==> src/rtl/core/footswitch_press_classifier_defines.svh <==
// Assertion macros shared by the footswitch press classifier RTL.
// Every check is clocked on i_clk and switched off while i_rst_n is low.
`ifndef FOOTSWITCH_PRESS_CLASSIFIER_DEFINES_SVH
`define FOOTSWITCH_PRESS_CLASSIFIER_DEFINES_SVH

// Consequent checked in the same cycle as the antecedent
`define FPC_ASSERT_SAME(lbl, ante, cons, msg) \
    lbl: assert property (@(posedge i_clk) disable iff (!i_rst_n) (ante) |-> (cons)) \
        else $error(msg);

// Consequent checked in the cycle after the antecedent
`define FPC_ASSERT_NEXT(lbl, ante, cons, msg) \
    lbl: assert property (@(posedge i_clk) disable iff (!i_rst_n) (ante) |=> (cons)) \
        else $error(msg);

`endif

==> src/rtl/core/fpc_pkg.sv <==
// ----------------------------------------------------------------------------
// fpc_pkg
// Shared types and constants for the footswitch press classifier.
// ----------------------------------------------------------------------------
package fpc_pkg;

    // Press classification codes
    typedef logic [1:0] t_kind;
    localparam t_kind KIND_NONE   = 2'd0;
    localparam t_kind KIND_NORMAL = 2'd1;
    localparam t_kind KIND_DOUBLE = 2'd2;
    localparam t_kind KIND_LONG   = 2'd3;

    // Configuration register indexes
    typedef logic t_cfg_idx;
    localparam t_cfg_idx CFG_DOUBLE_WINDOW = 1'b0;
    localparam t_cfg_idx CFG_LONG_PRESS    = 1'b1;

    // Configuration widths and reset values
    localparam int CFG_BITS = 16;
    localparam logic [CFG_BITS-1:0] DOUBLE_WINDOW_RST = 16'd600;
    localparam logic [CFG_BITS-1:0] LONG_PRESS_RST    = 16'd2000;

    // Repeat press counter
    typedef logic [1:0] t_count;
    localparam t_count COUNT_MAX = 2'd3;
    localparam t_count COUNT_ONE = 2'd1;
    localparam t_count COUNT_TWO = 2'd2;

    // Event from the press tracker to the mode logic
    typedef struct packed {
        t_kind kind;
        logic  sw;
    } t_press_evt;

endpackage

==> src/rtl/core/fpc_press_track.sv <==
// ----------------------------------------------------------------------------
// fpc_press_track
// Per-switch press tracking: edge detection, repeat press counting, hold
// timing and long-press marking. One lane per switch; the lane named by the
// sample updates its state when the beat is processed.
// ----------------------------------------------------------------------------
module fpc_press_track #(
    parameter int NUM_SWITCHES = 2,
    parameter int TIME_BITS    = 32
) (
    input  logic                          i_clk,
    input  logic                          i_rst_n,
    input  logic                          i_fire,
    input  logic                          i_sw,
    input  logic                          i_lvl,
    input  logic [TIME_BITS-1:0]          i_now,
    input  logic [fpc_pkg::CFG_BITS-1:0]  i_window,
    input  logic [fpc_pkg::CFG_BITS-1:0]  i_long_ms,
    output fpc_pkg::t_press_evt           o_evt
);

    logic [TIME_BITS-1:0] window_ext;
    logic [TIME_BITS-1:0] long_ext;
    fpc_pkg::t_kind       lane_kind [NUM_SWITCHES];

    assign window_ext = TIME_BITS'(i_window);
    assign long_ext   = TIME_BITS'(i_long_ms);

    genvar g;
    generate
        for (g = 0; g < NUM_SWITCHES; g++) begin : g_lane
            logic                 r_lvl;
            logic [TIME_BITS-1:0] r_start;
            logic [TIME_BITS-1:0] r_last;
            fpc_pkg::t_count      r_cnt;
            logic                 r_long;

            logic                 hit;
            logic                 press_edge;
            logic [TIME_BITS-1:0] start_eff;
            logic [TIME_BITS-1:0] gap;
            logic [TIME_BITS-1:0] dur;
            fpc_pkg::t_count      cnt_eff;
            logic                 long_eff;
            logic                 long_hit;
            logic                 release_ok;
            logic                 dbl;
            logic                 nrm;

            assign hit        = i_fire && (i_sw == 1'(g));
            assign press_edge = i_lvl && !r_lvl;
            assign start_eff  = press_edge ? i_now : r_start;
            assign gap        = i_now - r_last;
            assign dur        = i_now - start_eff;
            assign long_eff   = press_edge ? 1'b0 : r_long;

            // Repeat count: step within the window, else restart at one
            always_comb begin
                cnt_eff = r_cnt;
                if (press_edge) begin
                    if (gap <= window_ext) begin
                        cnt_eff = (r_cnt == fpc_pkg::COUNT_MAX) ? fpc_pkg::COUNT_MAX
                                                                 : r_cnt + 2'd1;
                    end else begin
                        cnt_eff = fpc_pkg::COUNT_ONE;
                    end
                end
            end

            // Classification
            assign long_hit   = i_lvl && (dur >= long_ext) && !long_eff;
            assign release_ok = !i_lvl && r_lvl && !long_eff;
            assign dbl        = release_ok && (cnt_eff >= fpc_pkg::COUNT_TWO);
            assign nrm        = release_ok && (cnt_eff < fpc_pkg::COUNT_TWO) &&
                                (dur < long_ext);

            always_comb begin
                lane_kind[g] = fpc_pkg::KIND_NONE;
                if (hit) begin
                    if (long_hit) begin
                        lane_kind[g] = fpc_pkg::KIND_LONG;
                    end else if (dbl) begin
                        lane_kind[g] = fpc_pkg::KIND_DOUBLE;
                    end else if (nrm) begin
                        lane_kind[g] = fpc_pkg::KIND_NORMAL;
                    end
                end
            end

            // Lane state
            always_ff @(posedge i_clk) begin
                if (!i_rst_n) begin
                    r_lvl   <= 1'b0;
                    r_start <= '0;
                    r_last  <= '0;
                    r_cnt   <= '0;
                    r_long  <= 1'b0;
                end else if (hit) begin
                    r_lvl   <= i_lvl;
                    r_start <= start_eff;
                    r_last  <= press_edge ? i_now : r_last;
                    r_cnt   <= dbl ? '0 : cnt_eff;
                    r_long  <= long_hit ? 1'b1 : long_eff;
                end
            end
        end
    endgenerate

    // Only the addressed lane reports, so the lanes are OR-ed together
    always_comb begin
        o_evt.kind = fpc_pkg::KIND_NONE;
        for (int k = 0; k < NUM_SWITCHES; k++) begin
            o_evt.kind = o_evt.kind | lane_kind[k];
        end
        o_evt.sw = i_sw;
    end

endmodule

==> src/rtl/core/footswitch_press_classifier.sv <==
// ----------------------------------------------------------------------------
// footswitch_press_classifier
// Classifies footswitch presses as normal, double or long and drives the
// effect bypass flags, the reverb edit mode and the save request.
// ----------------------------------------------------------------------------
// One sample is taken per clock unless o_stall is high, and every sample
// yields exactly one result, held in the input register and then in the
// result register. The rate is set by the single pass through the press
// tracker and mode logic, which reads and writes the per-switch state in the
// same cycle. The input register also absorbs one beat while a result is
// held by downstream stall. Timestamps are compared modulo 2^TIME_BITS.
// Configuration writes are taken at any time but must only be issued while
// the block is idle.
// ----------------------------------------------------------------------------
module footswitch_press_classifier #(
    parameter int NUM_SWITCHES = 2,
    parameter int TIME_BITS    = 32
) (
    input  logic        i_clk,
    input  logic        i_rst_n,
    // configuration
    input  logic        i_cfg_we,
    input  logic        i_cfg_idx,
    input  logic [15:0] i_cfg_data,
    // sample channel
    input  logic        i_valid,
    output logic        o_stall,
    input  logic        i_switch_index,
    input  logic        i_pressed,
    input  logic [31:0] i_now_ms,
    // result channel
    output logic        o_valid,
    input  logic        i_stall,
    output logic [1:0]  o_press_kind,
    output logic        o_reverb_bypassed,
    output logic        o_delay_bypassed,
    output logic        o_trem_bypassed,
    output logic        o_edit_mode,
    output logic        o_save_request
);

    `include "footswitch_press_classifier_defines.svh"

    logic [fpc_pkg::CFG_BITS-1:0] r_window;
    logic [fpc_pkg::CFG_BITS-1:0] r_long_ms;

    logic                 r_in_vld;
    logic                 r_in_sw;
    logic                 r_in_lvl;
    logic [TIME_BITS-1:0] r_in_now;

    logic                 r_out_vld;
    fpc_pkg::t_kind       r_out_kind;
    logic                 r_out_save;

    logic                 r_rev;
    logic                 r_del;
    logic                 r_trem;
    logic                 r_edit;

    logic                 n_rev;
    logic                 n_del;
    logic                 n_trem;
    logic                 n_edit;
    logic                 n_save;

    logic                 fire;
    logic                 in_take;
    fpc_pkg::t_press_evt  evt;

    // Configuration registers
    always_ff @(posedge i_clk) begin
        if (!i_rst_n) begin
            r_window  <= fpc_pkg::DOUBLE_WINDOW_RST;
            r_long_ms <= fpc_pkg::LONG_PRESS_RST;
        end else if (i_cfg_we) begin
            case (i_cfg_idx)
                fpc_pkg::CFG_DOUBLE_WINDOW: r_window  <= i_cfg_data;
                fpc_pkg::CFG_LONG_PRESS:    r_long_ms <= i_cfg_data;
                default: ;
            endcase
        end
    end

    // Handshake: process when the result register is free or being emptied
    assign fire    = r_in_vld && (!r_out_vld || !i_stall);
    assign o_stall = r_in_vld && r_out_vld && i_stall;
    assign in_take = i_valid && !o_stall;

    // Input register
    always_ff @(posedge i_clk) begin
        if (!i_rst_n) begin
            r_in_vld <= 1'b0;
        end else if (in_take) begin
            r_in_vld <= 1'b1;
        end else if (fire) begin
            r_in_vld <= 1'b0;
        end
    end

    always_ff @(posedge i_clk) begin
        if (in_take) begin
            r_in_sw  <= i_switch_index;
            r_in_lvl <= i_pressed;
            r_in_now <= i_now_ms[TIME_BITS-1:0];
        end
    end

    // Per-switch press tracking
    fpc_press_track #(
        .NUM_SWITCHES (NUM_SWITCHES),
        .TIME_BITS    (TIME_BITS)
    ) u_track (
        .i_clk     (i_clk),
        .i_rst_n   (i_rst_n),
        .i_fire    (fire),
        .i_sw      (r_in_sw),
        .i_lvl     (r_in_lvl),
        .i_now     (r_in_now),
        .i_window  (r_window),
        .i_long_ms (r_long_ms),
        .o_evt     (evt)
    );

    // Mode logic
    always_comb begin
        n_rev  = r_rev;
        n_del  = r_del;
        n_trem = r_trem;
        n_edit = r_edit;
        n_save = 1'b0;
        case (evt.kind)
            fpc_pkg::KIND_NORMAL: begin
                if (r_edit) begin
                    n_save = 1'b1;
                    n_edit = 1'b0;
                end else if (!evt.sw) begin
                    n_rev = !r_rev;
                end else begin
                    n_del = !r_del;
                end
            end
            fpc_pkg::KIND_DOUBLE: begin
                // left double enters edit with reverb on; right flips delay and trem
                if (!r_edit) begin
                    if (!evt.sw) begin
                        n_rev  = 1'b0;
                        n_edit = 1'b1;
                    end else begin
                        n_del  = !r_del;
                        n_trem = !r_trem;
                    end
                end
            end
            default: ;
        endcase
    end

    always_ff @(posedge i_clk) begin
        if (!i_rst_n) begin
            r_rev  <= 1'b1;
            r_del  <= 1'b1;
            r_trem <= 1'b1;
            r_edit <= 1'b0;
        end else if (fire) begin
            r_rev  <= n_rev;
            r_del  <= n_del;
            r_trem <= n_trem;
            r_edit <= n_edit;
        end
    end

    // Result register; mode flags only move on fire, so they hold with it
    always_ff @(posedge i_clk) begin
        if (!i_rst_n) begin
            r_out_vld <= 1'b0;
        end else if (fire) begin
            r_out_vld <= 1'b1;
        end else if (!i_stall) begin
            r_out_vld <= 1'b0;
        end
    end

    always_ff @(posedge i_clk) begin
        if (fire) begin
            r_out_kind <= evt.kind;
            r_out_save <= n_save;
        end
    end

    assign o_valid           = r_out_vld;
    assign o_press_kind      = r_out_kind;
    assign o_reverb_bypassed = r_rev;
    assign o_delay_bypassed  = r_del;
    assign o_trem_bypassed   = r_trem;
    assign o_edit_mode       = r_edit;
    assign o_save_request    = r_out_save;

    // Checks
    `FPC_ASSERT_SAME(a_save_is_normal, r_out_vld && r_out_save, r_out_kind == fpc_pkg::KIND_NORMAL, "save request without a normal press")
    `FPC_ASSERT_SAME(a_save_leaves_edit, r_out_vld && r_out_save, !r_edit, "save request while still in edit mode")
    `FPC_ASSERT_NEXT(a_fire_gives_result, fire, r_out_vld, "processed beat produced no result")
    `FPC_ASSERT_NEXT(a_stall_holds_input, o_stall, r_in_vld, "input register lost a beat under stall")

endmodule
==> config.mk <==
export PLATFORM = sky130hd
export DESIGN_NAME = footswitch_press_classifier
export DESIGN_NICKNAME = d
export VERILOG_FILES = /design/src/rtl/core/fpc_pkg.sv /design/src/rtl/core/fpc_press_track.sv /design/src/rtl/core/footswitch_press_classifier.sv
export VERILOG_INCLUDE_DIRS = /design/src /design/src/rtl/core
export SDC_FILE = /design/constraint.sdc
export NUM_CORES = 1
export LEC_CHECK = 0
export BUFFER_PORTS_ARGS = -buffer_cell sky130_fd_sc_hd__buf_2
export CORE_MARGIN = 2
export CORE_UTILIZATION = 64
export DETAILED_ROUTE_END_ITERATION = 8
export PLACE_DENSITY_LB_ADDON = 0.05
export SLEW_MARGIN = 20
export SYNTH_ARGS = -nofsm -noshare
export SYNTH_HDL_FRONTEND = slang
export SYNTH_HIERARCHICAL = 1
export SYNTH_SLANG_ARGS = --single-unit
==> constraint.sdc <==
create_clock -name i_clk -period 8.95 [get_ports i_clk]
set_input_delay 0.895 -clock i_clk [delete_from_list [all_inputs] [get_ports i_clk]]
set_output_delay 0.895 -clock i_clk [all_outputs]
set_load 0.02 [all_outputs]
# Word-level counts from Yosys, hierarchy flattened
# Index checks and enable logic that the tools add are counted.
[word_totals]
mem_count = 0
in_bits = 56
reg_bits = 211
mem_bits_rw = 0
out_inout_bits = 9
rom_bits = 0
elab_cells = 132
latchBits = 0
[op_classes]
mux = 35
multipliers = 0
n_shift = 0
n_eq_ne = 9
magnitude_cmp = 10
addsub = 6
bitwise = 4
n_div = 0
reduce_logical = 45
[op_table]
columns = ["operator", "n"]
rows = [
  ["$sub A32 B32 Y32", 4],
  ["$ge A32 B16 Y1", 2],
  ["$le A32 B16 Y1", 2],
  ["$lt A32 B16 Y1", 2],
  ["$mux W32", 2],
  ["$mux W2", 14],
  ["$logic_and A1 B1 Y1", 22],
  ["$mux W1", 17],
  ["$logic_not A1 Y1", 11],
  ["$reduce_and A2 Y1", 5],
  ["$ne A2 B2 Y1 const B", 4],
  ["$reduce_and A4 Y1", 2],
  ["$eq A2 B2 Y1 const B", 3],
  ["$reduce_and A6 Y1", 1],
  ["$add A2 B1 Y2 const B", 2],
  ["$ge A2 B2 Y1 const B", 2],
  ["$lt A2 B2 Y1 const B", 2],
  ["$pmux W1 S2", 2],
  ["$reduce_bool A2 Y1", 2],
  ["$not A1 Y1", 3],
  ["$eq A2 B1 Y1 const B", 1],
  ["$ne A2 B1 Y1 const B", 1],
  ["$or A2 B2 Y2", 1],
  ["$reduce_or A2 Y1", 1],
  ["$logic_or A1 B1 Y1", 1],
]

# Depth between registers and ports, before layout
# Gate-level depths: netlist of the first run.
[logic_depth]
word_depth = 15
depth_mapped = 31
ltp_nobuf = 29

# Hierarchy
# Netlist of the first run, hierarchy kept.
[modules_own_cells]
columns = ["mod", "seq_area_each_um2", "area_each_um2", "cells_per_inst", "n_inst"]
rows = [
  ["fpc_press_track", 2722.6, 15110.7, 2050, 1],
  ["footswitch_press_classifier", 1871.8, 2632.5, 217, 1],
]

# Least setup slack after synthesis of the first run
# No wires, ideal clock.
[synth_path]
path_type = "flip-flop to flip-flop"
startpoint = "reg u_track.g_lane[0].r_lvl"
endpoint = "reg r_edit (netlist: o_edit_mode)"
period_less_slack_ns = 6.315
setup_ns = 0.115
path_slack_ns = 2.635
n_path_buf = 3
arrival_ns = 6.200
path_stages_with_launch = 28
cell_sequence = "dfxtp_1 and2b_1 buf_1 buf_1 mux2i_1 ha_1 clkbuf_1 a21oi_1 o21ai_0 or3_1 o21ai_0 xnor2_1 ha_1 a21o_1 a21oi_1 o21ai_0 a2111oi_0 and4_1 o211a_1 o2111ai_1 a2111oi_1 nand4_1 a31oi_1 a22oi_1 inv_1 ha_1 o31a_1 o21a_1"
[synth_lines]
columns = ["element", "line", "rtl"]
rows = [
  ["from (decl)", "fpc_press_track.sv:32", "logic r_lvl;"],
  ["from (signal assigned)", "fpc_press_track.sv:99", "r_lvl <= i_lvl;"],
  ["to (signal assigned)", "footswitch_press_classifier.sv:169", "r_edit <= n_edit;"],
  ["to (decl)", "footswitch_press_classifier.sv:59", "logic r_edit;"],
]

==> results.sh, run 1 <==
export IMPL_timing_slew_headroom_pct=28.20
export IMPL_synth_edf_count=37
export IMPL_status="finished clean"
export IMPL_swShare_pct=34.21
export IMPL_final_area_um2=18940
export IMPL_period_minus_slack_ps=7160
export IMPL_grt_setup_unrepaired="no"
export IMPL_setup_tns_final_ps=0
export IMPL_seq_power_share_pct=35.7
export IMPL_n_antenna_cell=0
export IMPL_synth_commonest_cells="nand2_1, ha_1, dfxtp_1, a21oi_1, a21boi_0"
export IMPL_synthCells=2267
export IMPL_antenna_found_initial=0
export IMPL_post_cts_resized=0
export IMPL_num_rows=60
export IMPL_cp_data_required_time_ps=9370
export IMPL_min_from="u_track/g_lane[0].r_start[18]"
export IMPL_synth_most_common_cell="nand2_1"
export IMPL_syn_avg_cell_area_um2=7.827
export IMPL_skew_ps=23.27
export IMPL_drive_gt1_share_pct=6.253
export IMPL_clk_path_buf_depth=3
export IMPL_nFillCells=2181
export IMPL_drcViolationCount=0
export IMPL_yosys_warnings=6
export IMPL_period_share_pct=80.00
export IMPL_netlist_area_um2=17740
export IMPL_powerDensity_nw_per_um2=155.1
export IMPL_min_path_cells=2
export IMPL_synth_seq_area_share_pct=25.89
export IMPL_cp_slowest_cell="edfxtp_1"
export IMPL_yosysTopAreaCell="dfxtp_1"
export IMPL_area_growth_pct=6.770
export IMPL_synth_main_ff_cell="dfxtp_1"
export IMPL_die_area_um2=29070
export IMPL_clockRootBuffer="clkbuf_16"
export IMPL_grt_pass1_wl_mm=85.93
export IMPL_crit_path_max_incr_delay_ps=570
export IMPL_p_switching_w=0.001005
export IMPL_globalRouteTotalUtil_pct=37.22
export IMPL_min_path_type="reg -> reg"
export IMPL_endpoint_kind="flop"
export IMPL_cts_max_level=1
export IMPL_max_freq_mhz=139.7
export IMPL_placed_area_um2=18180
export IMPL_cts_buffers=23
export IMPL_setup_violations_final=0
export IMPL_initial_core_util_pct=65.47
export IMPL_arrival_ps=7580
export IMPL_crit_path_start_kind="flop"
export IMPL_ios=65
export IMPL_rr_startpoint="r_in_lvl"
export IMPL_synthDistinctLibCells=87
export IMPL_startpoint="r_in_lvl"
export IMPL_drv_slew=0
export IMPL_synthArstFlopShare_pct=0
export IMPL_drtIter0Drc=2084
export IMPL_gp_congestion=1.018
export IMPL_clock_sinks=211
export IMPL_p_clk_share_pct=33.4
export IMPL_vias=17300
export IMPL_ctsHoldBuffers=0
export IMPL_cts_tree="built"
export IMPL_synth_area_top_cells="dfxtp_1, ha_1, nand2_1"
export IMPL_antenna_left=0
export IMPL_viasPerCell=6.545
export IMPL_fp_dieW_um=170.5
export IMPL_grt_pass1_vias=16110
export IMPL_p_leak_nw=7.548
export IMPL_clk_pin_slew_ps=70
export IMPL_grt_overflow=0
export IMPL_rr_worst_depth=28
export IMPL_maxCapViolCount=0
export IMPL_hold_viol=0
export IMPL_hpwl_mm=42.50
export IMPL_drt_wirelength_per_cell_um=20.81
export IMPL_cts_setup_buffers=0
export IMPL_first_pass_iters=6
export IMPL_intPower_w=0.001933
export IMPL_power_frac_comb_pct=30.9
export IMPL_yosysTopAreaCellShare_pct=19.63
export IMPL_grt_max_degree=123
export IMPL_synth_nets=2514
export IMPL_die_h_um=170.5
export IMPL_path_max_fanout=36
export IMPL_ys_ff_latch=211
export IMPL_ir_worst_vdd_v=0.0001433
export IMPL_crit_type="reg -> reg"
export IMPL_wl_mm=55.00
export IMPL_nNetsFinal=2503
export IMPL_tightest_slew_ps=1063
export IMPL_clkLatencyLatePin_ps=530
export IMPL_fp_coreArea_um2=27100
export IMPL_io_buffers=64
==> flip-flops by register name, indices dropped and copies added, names as in the netlist, 2 cells and up <==
name	count
u_track/g_lane.r_last	64
u_track/g_lane.r_start	64
r_in_now	32
r_long_ms	16
r_window	16
u_track/g_lane.r_cnt	4
o_press_kind	2
u_track/g_lane.r_long	2
u_track/g_lane.r_lvl	2
==> per-stage QoR <==
step	util [%]	hold slack [ps]	power [W]	cells	worst slack, ps
after floorplan	-	435.1	0.001712	2267	2635
after global placement	67.07	452.0	0.001922	2603	2052
after detailed placement	67.07	459.9	0.001942	2603	1939
after CTS	69.90	467.8	0.002921	2643	1885
after global routing	69.90	493.0	0.003066	2643	1118
final	69.90	464.3	0.002938	2643	1790
==> per-layer routing <==
metal	global-route usage [%]	share of wire (%)	vias to the layer above
met3	5.922	9.1	145
met1	52.23	44	8143
met5	0	0	-
met4	13.56	3.9	0
met2	57.81	43	871
li1	-	-	8140
==> worst max-delay path: cells and delay by family (launching register included) <==
kind / cells / cell delay [ps]
AOI/OAI and AO/OA: 15 / 2970
and+or+nand+nor: 6 / 1430
adders and majority gates: 3 / 940
buffers and inverters: 2 / 590
DFF: 1 / 570
muxes: 1 / 380
xor gates and xnor gates: 1 / 150
==> placed cells by master (no fill, tap or decap), drive strengths merged, types with 28 or more instances in the layout <==
cell type  Yosys  layout
nand2        365     365
ha           187     187
dfxtp        174     174
a21oi        162     162
a21boi       160     160
inv          141     144
o21ai        105     105
nor2         104     104
a21o          75      75
buf           18      71
mux2i         69      69
nand3         55      55
xnor2         47      47
nand4         41      41
nor3          38      38
edfxtp        37      37
o21a          35      35
nor2b         31      31
clkbuf        89      31
xor2          28      28
nand2b        28      28
==> power groups by stage <==
stage                     registers [W]  logic (W)  clock network (W)
after floorplan                 0.00104   0.000668                  0
after global placement          0.00106   0.000858                  0
after detailed placement        0.00107   0.000876                  0
after CTS                       0.00105   0.000883           0.000992
after global routing            0.00105   0.000996            0.00102
final                           0.00105   0.000908           0.000981
==> layout make-up <==
cell class / count / area, µm² / share of cell area [%]
clock inverter: 9 / 110.1 / 0.5812
sequential: 211 / 4594 / 24.25
timing repair buffer: 71 / 375.4 / 1.981
tap: 372 / 465.4 / 2.457
inverter: 141 / 529.3 / 2.794
clock buffer: 31 / 656.9 / 3.467
multi-input combinational: 1808 / 12210 / 64.47
==> final timing paths <==
check | end | slack (ps)
setup / recovery | o_edit_mode | 1790
hold / removal | u_track/g_lane[0].r_start[18] | 460
hold reg to reg | u_track/g_lane[0].r_start[18] | 460
setup reg to reg | o_edit_mode | 1790
==> cells by family (layout without fill, tap and decap cells) <==
logic type	Yosys count	count (layout)	share of synthesized area [%]
xor gates and xnor gates	75	75	3.702
buffers and inverters	248	252	5.472
AOI/OAI and AO/OA	703	703	27.03
DFF	211	211	25.89
muxes	72	72	4.083
and+or+nand+nor	766	766	20.13
adders and majority gates	192	192	13.69
(Power assumes the default switching activity.)
==> inputs of run 2 (changes only) <==
==> constraint.sdc (replaced) <==
create_clock -name i_clk -period 6.6 [get_ports i_clk]
set_input_delay 0.66 -clock i_clk [delete_from_list [all_inputs] [get_ports i_clk]]
set_output_delay 0.66 -clock i_clk [all_outputs]
set_load 0.02 [all_outputs]
==> run 2 against run 1 <==
- sequential power increased by 35%
- maximum frequency up 11%
- non-clock buffer count grew 29
- worst hold slack worse by 170 ps
- largest power group unchanged
- register-to-register slack worse by 1600 ps
- critical endpoint unchanged
- design area grew 1.7%
- total power up 37%
- sequential cell count unchanged
- core utilization rose by 1.2 points
==> results.sh, run 2 (synthesis gave the netlist of run 1 again) <==
export IMPL_cts_buffers=24
export IMPL_crit_path_start_kind="flop"
export IMPL_vias=17440
export IMPL_status="finished clean"
export IMPL_fp_dieW_um=170.5
export IMPL_arrival_ps=6870
export IMPL_final_common_cell="nand2_1"
export IMPL_drive_gt1_share_pct=8.120
export IMPL_die_area_um2=29070
export IMPL_initial_core_util_pct=65.47
export IMPL_powerDensity_nw_per_um2=209.5
export IMPL_p_leak_nw=7.705
export IMPL_min_path_type="in -> reg"
export IMPL_cts_max_level=1
export IMPL_period_share_pct=97.60
export IMPL_grt_max_degree=125
export IMPL_maxCapViolCount=0
export IMPL_cts_tree="built"
export IMPL_io_buffers=64
export IMPL_period_minus_slack_ps=6442
export IMPL_drcViolationCount=0
export IMPL_endpoint_kind="flop"
export IMPL_setup_violations_final=0
export IMPL_fin_hold_ws_ps=292.9
export IMPL_skew_ps=12.73
export IMPL_crit_path_max_incr_delay_ps=410
export IMPL_nNetsFinal=2533
export IMPL_ios=65
export IMPL_clock_sinks=211
export IMPL_globalRouteTotalUtil_pct=38.19
export IMPL_setup_tns_final_ps=0
export IMPL_max_freq_mhz=155.2
export IMPL_gp_congestion=1.018
export IMPL_antenna_found_initial=0
export IMPL_fin_ws_ps=158.4
export IMPL_cp_data_required_time_ps=7030
export IMPL_finalNonFillerCells=2675
export IMPL_viasPerCell=6.519
export IMPL_grt_overflow=0
export IMPL_tightest_slew_ps=977.5
export IMPL_area_growth_pct=8.603
export IMPL_clk_path_buf_depth=3
export IMPL_first_pass_iters=6
export IMPL_cp_slowest_cell="dfxtp_1"
export IMPL_crit_type="reg -> reg"
export IMPL_hold_viol=0
export IMPL_num_rows=60
export IMPL_drv_slew=0
export IMPL_grt_pass1_wl_mm=87.71
export IMPL_timing_slew_headroom_pct=34.83
export IMPL_hpwl_mm=43.31
export IMPL_n_antenna_cell=0
export IMPL_drtIter0Drc=2107
export IMPL_largestRegisters="u_track/g_lane.r_last: 64 flops, u_track/g_lane.r_start: 64 flops, r_in_now: 32 flops"
export IMPL_clk_pin_slew_ps=70
export IMPL_dp_slack_ps=126.9
export IMPL_path_max_fanout=6
export IMPL_antenna_left=0
export IMPL_place_inst=2629
export IMPL_grt_pass1_vias=16340
export IMPL_mostFrequentLayoutCells="nand2_1, ha_1, dfxtp_1, a21oi_1, a21boi_0"
export IMPL_drt_wirelength_per_cell_um=21.03
export IMPL_wl_mm=56.25
export IMPL_fp_coreArea_um2=27100
export IMPL_clkLatencyLatePin_ps=540
export IMPL_clockRootBuffer="clkbuf_16"
export IMPL_ir_worst_vdd_v=0.0002433
export IMPL_die_h_um=170.5
run 2: power by group:
| part | internal, W | switching [W] | leakage, nW |
|---|---|---|---|
| Combinational | 0.000507 | 0.000759 | 5.54 |
| Clock | 0.000774 | 0.000578 | 0.387 |
| Sequential | 0.00136 | 0.0000633 | 1.77 |
| Total | 0.00264 | 0.00140 | 7.70 |
run 2: timing repair:
| action | in CTS | in global routing |
|---|---|---|
| hold endpoints to repair | 0 | 0 |
| hold buffers | 0 | 0 |
| resized for setup | 0 | 23 |
| setup buffers | 0 | 3 |
| setup endpoints to repair | 0 | 5 |
run 2: worst paths after layout:
path | cells after the start | slack [ps] | to | from
worst max-delay path | 28 | 160 | o_edit_mode | u_track/g_lane[1].r_lvl
worst min-delay path | 1 | 290 | r_in_now[18] | i_now_ms[18]
worst max register to register | 28 | 160 | o_edit_mode | u_track/g_lane[1].r_lvl
worst min register to register | 2 | 470 | u_track/g_lane[1].r_start[7] | u_track/g_lane[1].r_start[7]
run 2: layout make-up:
cell class              instances  area [µm²]
fillers                      2171        7831
well taps                     372       465.4
multi-input cells            1808       12290
clock buffers                  33       685.7
flip-flops and latches        211        4594
clock inverters                10       102.6
inverters                     141       529.3
repair buffers                100       604.3
run 2: stage by stage:
| step | total power [W] | utilization [%] | cell area (µm²) |
|---|---|---|---|
| finish | 0.004036 | 71.10 | 19270 |
| global route | 0.004215 | 71.10 | 19270 |
| floorplan | 0.002321 | - | 17740 |
| detailed placement | 0.002651 | 67.79 | 18370 |
| CTS | 0.003990 | 70.70 | 19160 |
| global placement | 0.002624 | 67.79 | 18370 |
run 2: metal layers:
layer  part of all wire [%]  GRT usage [%]  vias up
met2                     43          59.51      932
met5                      0              0        -
met3                     10          8.212      134
li1                       -              -     8203
met1                     43          52.53     8168
met4                    3.6          12.75        0
run 2: critical path: cells and delay by family, from the launching register on:
family	cells	cell delay [ps]
adders and majority gates	3	800
xor gates and xnor gates	1	210
DFF	1	410
muxes	1	280
and+or+nand+nor	6	1270
AOI/OAI and AO/OA	15	3070
buffers and inverters	2	290
==> inputs of run 3 (changes only) <==
--- a/config.mk
+++ b/config.mk
@@ -8,7 +8,7 @@
 export LEC_CHECK = 0
 export BUFFER_PORTS_ARGS = -buffer_cell sky130_fd_sc_hd__buf_2
 export CORE_MARGIN = 2
-export CORE_UTILIZATION = 64
+export CORE_UTILIZATION = 45
 export DETAILED_ROUTE_END_ITERATION = 8
 export PLACE_DENSITY_LB_ADDON = 0.05
 export SLEW_MARGIN = 20
==> run 3 against run 2 <==
- maximum frequency grew 3.6%
- combinational power is essentially flat
- first-iteration DRC count shrank 41%
- final cell count grew 5.9%
- sequential cell count is the same
- routed wire length grew 5.9%
- clock skew is essentially flat
- sequential power is essentially flat
- count of clock-buffer cells in the layout grew 1
- die area grew 41%
- sequential share of layout area shrank 0.31 points
- critical endpoint unchanged
- largest cell class unchanged
==> results.sh, run 3 (synthesis gave the netlist of run 1 again) <==
export IMPL_antenna_found_initial=2
export IMPL_drt_wirelength_per_cell_um=21.02
export IMPL_nFillCells=3901
export IMPL_hpwl_mm=47.03
export IMPL_path_buf_inv=2
export IMPL_final_common_cell="nand2_1"
export IMPL_drv_slew=0
export IMPL_register_area_um2=4594
export IMPL_crit_type="reg -> reg"
export IMPL_ios=65
export IMPL_cts_max_level=1
export IMPL_maxCapViolCount=0
export IMPL_fin_hold_ws_ps=261.1
export IMPL_period_minus_slack_ps=6218
export IMPL_max_freq_mhz=160.8
export IMPL_fp_dieW_um=202.6
export IMPL_endpoint_kind="flop"
export IMPL_ctsHoldBuffers=0
export IMPL_initial_core_util_pct=45.70
export IMPL_min_path_type="in -> reg"
export IMPL_grt_overflow=0
export IMPL_setup_tns_final_ps=0
export IMPL_fp_coreArea_um2=38830
export IMPL_multi_input_area_um2=12300
export IMPL_cp_common_cell="ha_1"
export IMPL_area_growth_pct=10.01
export IMPL_clock_sinks=211
export IMPL_setup_violations_final=0
export IMPL_mostFrequentLayoutCells="nand2_1, ha_1, dfxtp_1, a21oi_1, a21boi_0"
export IMPL_die_area_um2=41030
export IMPL_gp_congestion=0.9876
export IMPL_timing_slew_headroom_pct=22.62
export IMPL_vias=16830
export IMPL_grt_pass1_wl_mm=91.05
export IMPL_drive_gt1_share_pct=8.722
export IMPL_cts_tree="built"
export IMPL_status="finished clean"
export IMPL_p_leak_nw=7.754
export IMPL_postLayoutCoreUtil_pct=50.27
export IMPL_arrival_ps=6670
export IMPL_period_share_pct=94.21
export IMPL_nNetsFinal=2545
export IMPL_drcViolationCount=0
export IMPL_grt_max_degree=91
export IMPL_clk_pin_slew_ps=60
export IMPL_cp_data_required_time_ps=7060
export IMPL_n_antenna_cell=0
export IMPL_num_rows=72
export IMPL_clockRootBuffer="clkbuf_16"
export IMPL_tightest_slew_ps=1146
export IMPL_grt_pass1_vias=15800
export IMPL_skew_ps=12.93
export IMPL_viasPerCell=5.937
export IMPL_cts_buffers=25
export IMPL_cp_slowest_cell="edfxtp_1"
export IMPL_die_h_um=202.6
export IMPL_wl_mm=59.58
export IMPL_crit_path_start_kind="flop"
export IMPL_clkLatencyLatePin_ps=570
export IMPL_grt_setup_unrepaired="no"
export IMPL_cpLargestDelayFamily="compound AO/OA/AOI/OAI gates"
export IMPL_io_buffers=64
export IMPL_first_pass_iters=8
export IMPL_largestRegisters="u_track/g_lane.r_last: 64 flops, u_track/g_lane.r_start: 64 flops, r_in_now: 32 flops"
export IMPL_clk_path_buf_depth=3
export IMPL_powerDensity_nw_per_um2=206.3
export IMPL_ir_worst_vdd_v=0.0001837
export IMPL_drtIter0Drc=1238
export IMPL_crit_path_max_incr_delay_ps=470
export IMPL_hold_viol=0
export IMPL_path_max_fanout=10
export IMPL_antenna_left=0
export IMPL_globalRouteTotalUtil_pct=28.22
run 3: what timing repair did:
| action | in CTS | in global routing |
|---|---|---|
| buffers inserted | 0 | 6 |
| endpoints found under the setup margin | 0 | 5 |
| resized for setup | 0 | 26 |
run 3: per-layer routing:
layer / track usage, % / vias to the layer above / wire, µm
met2: 41.65 / 502 / 24450
li1: - / 8251 / -
met3: 3.467 / 95 / 3536
met4: 9.020 / 0 / 1978
met5: 0 / - / 0
met1: 42.36 / 7977 / 29610
run 3: power breakdown:
| group | switching, W | total (W) | internal, W |
|---|---|---|---|
| combinational | 0.000765 | 0.00128 | 0.000510 |
| clock | 0.000594 | 0.00133 | 0.000738 |
| sequential | 0.0000631 | 0.00142 | 0.00136 |
| total | 0.00142 | 0.00403 | 0.00260 |
run 3: worst reg2reg max path, stage by stage (launching register included):
cell	delay, ps
edfxtp_1	470
and2b_4	330
buf_4	190
mux2i_1	340
ha_1	350
and2_1	230
and3_1	190
a21bo_2	230
a21oi_4	220
o21bai_1	100
a21oi_1	170
xnor2_1	140
ha_1	270
nand4_1	100
or3_1	140
o211ai_1	100
nor4_1	190
and4_1	230
o211a_1	150
o2111ai_1	120
a2111oi_1	350
buf_4	190
nand4_1	140
a31oi_2	270
a21oi_1	150
ha_1	350
o31a_1	310
o21a_1	100
run 3: layout make-up:
type / count / share of cell area [%]
Tap cell: 518 / 3.320
Multi-Input combinational cell: 1808 / 63.01
Timing Repair Buffer: 111 / 3.481
Inverter: 141 / 2.711
Clock inverter: 11 / 0.4102
Sequential cell: 211 / 23.54
Clock buffer: 34 / 3.532
run 3: worst paths after layout:
path,startpoint,to,slack (ps),cells after the start
worst max-delay path,r_in_lvl,o_edit_mode,380,27
worst min-delay path,i_now_ms[30],r_in_now[30],260,1
worst max register to register,r_in_lvl,o_edit_mode,380,27
worst min register to register,r_window[2],r_window[2],450,2
run 3: through the flow:
| stage | power, W | cells | cell area (µm²) | setup WS [ps] |
|---|---|---|---|---|
| floorplan | 0.002321 | 2267 | 17740 | 284.8 |
| finish | 0.004026 | 2834 | 19520 | 381.9 |
| CTS | 0.004019 | 2828 | 19380 | 68.31 |
| detailed placement | 0.002679 | 2783 | 18610 | 129.0 |
| global placement | 0.002668 | 2783 | 18610 | 297.3 |
| global route | 0.004239 | 2834 | 19520 | 68.68 |
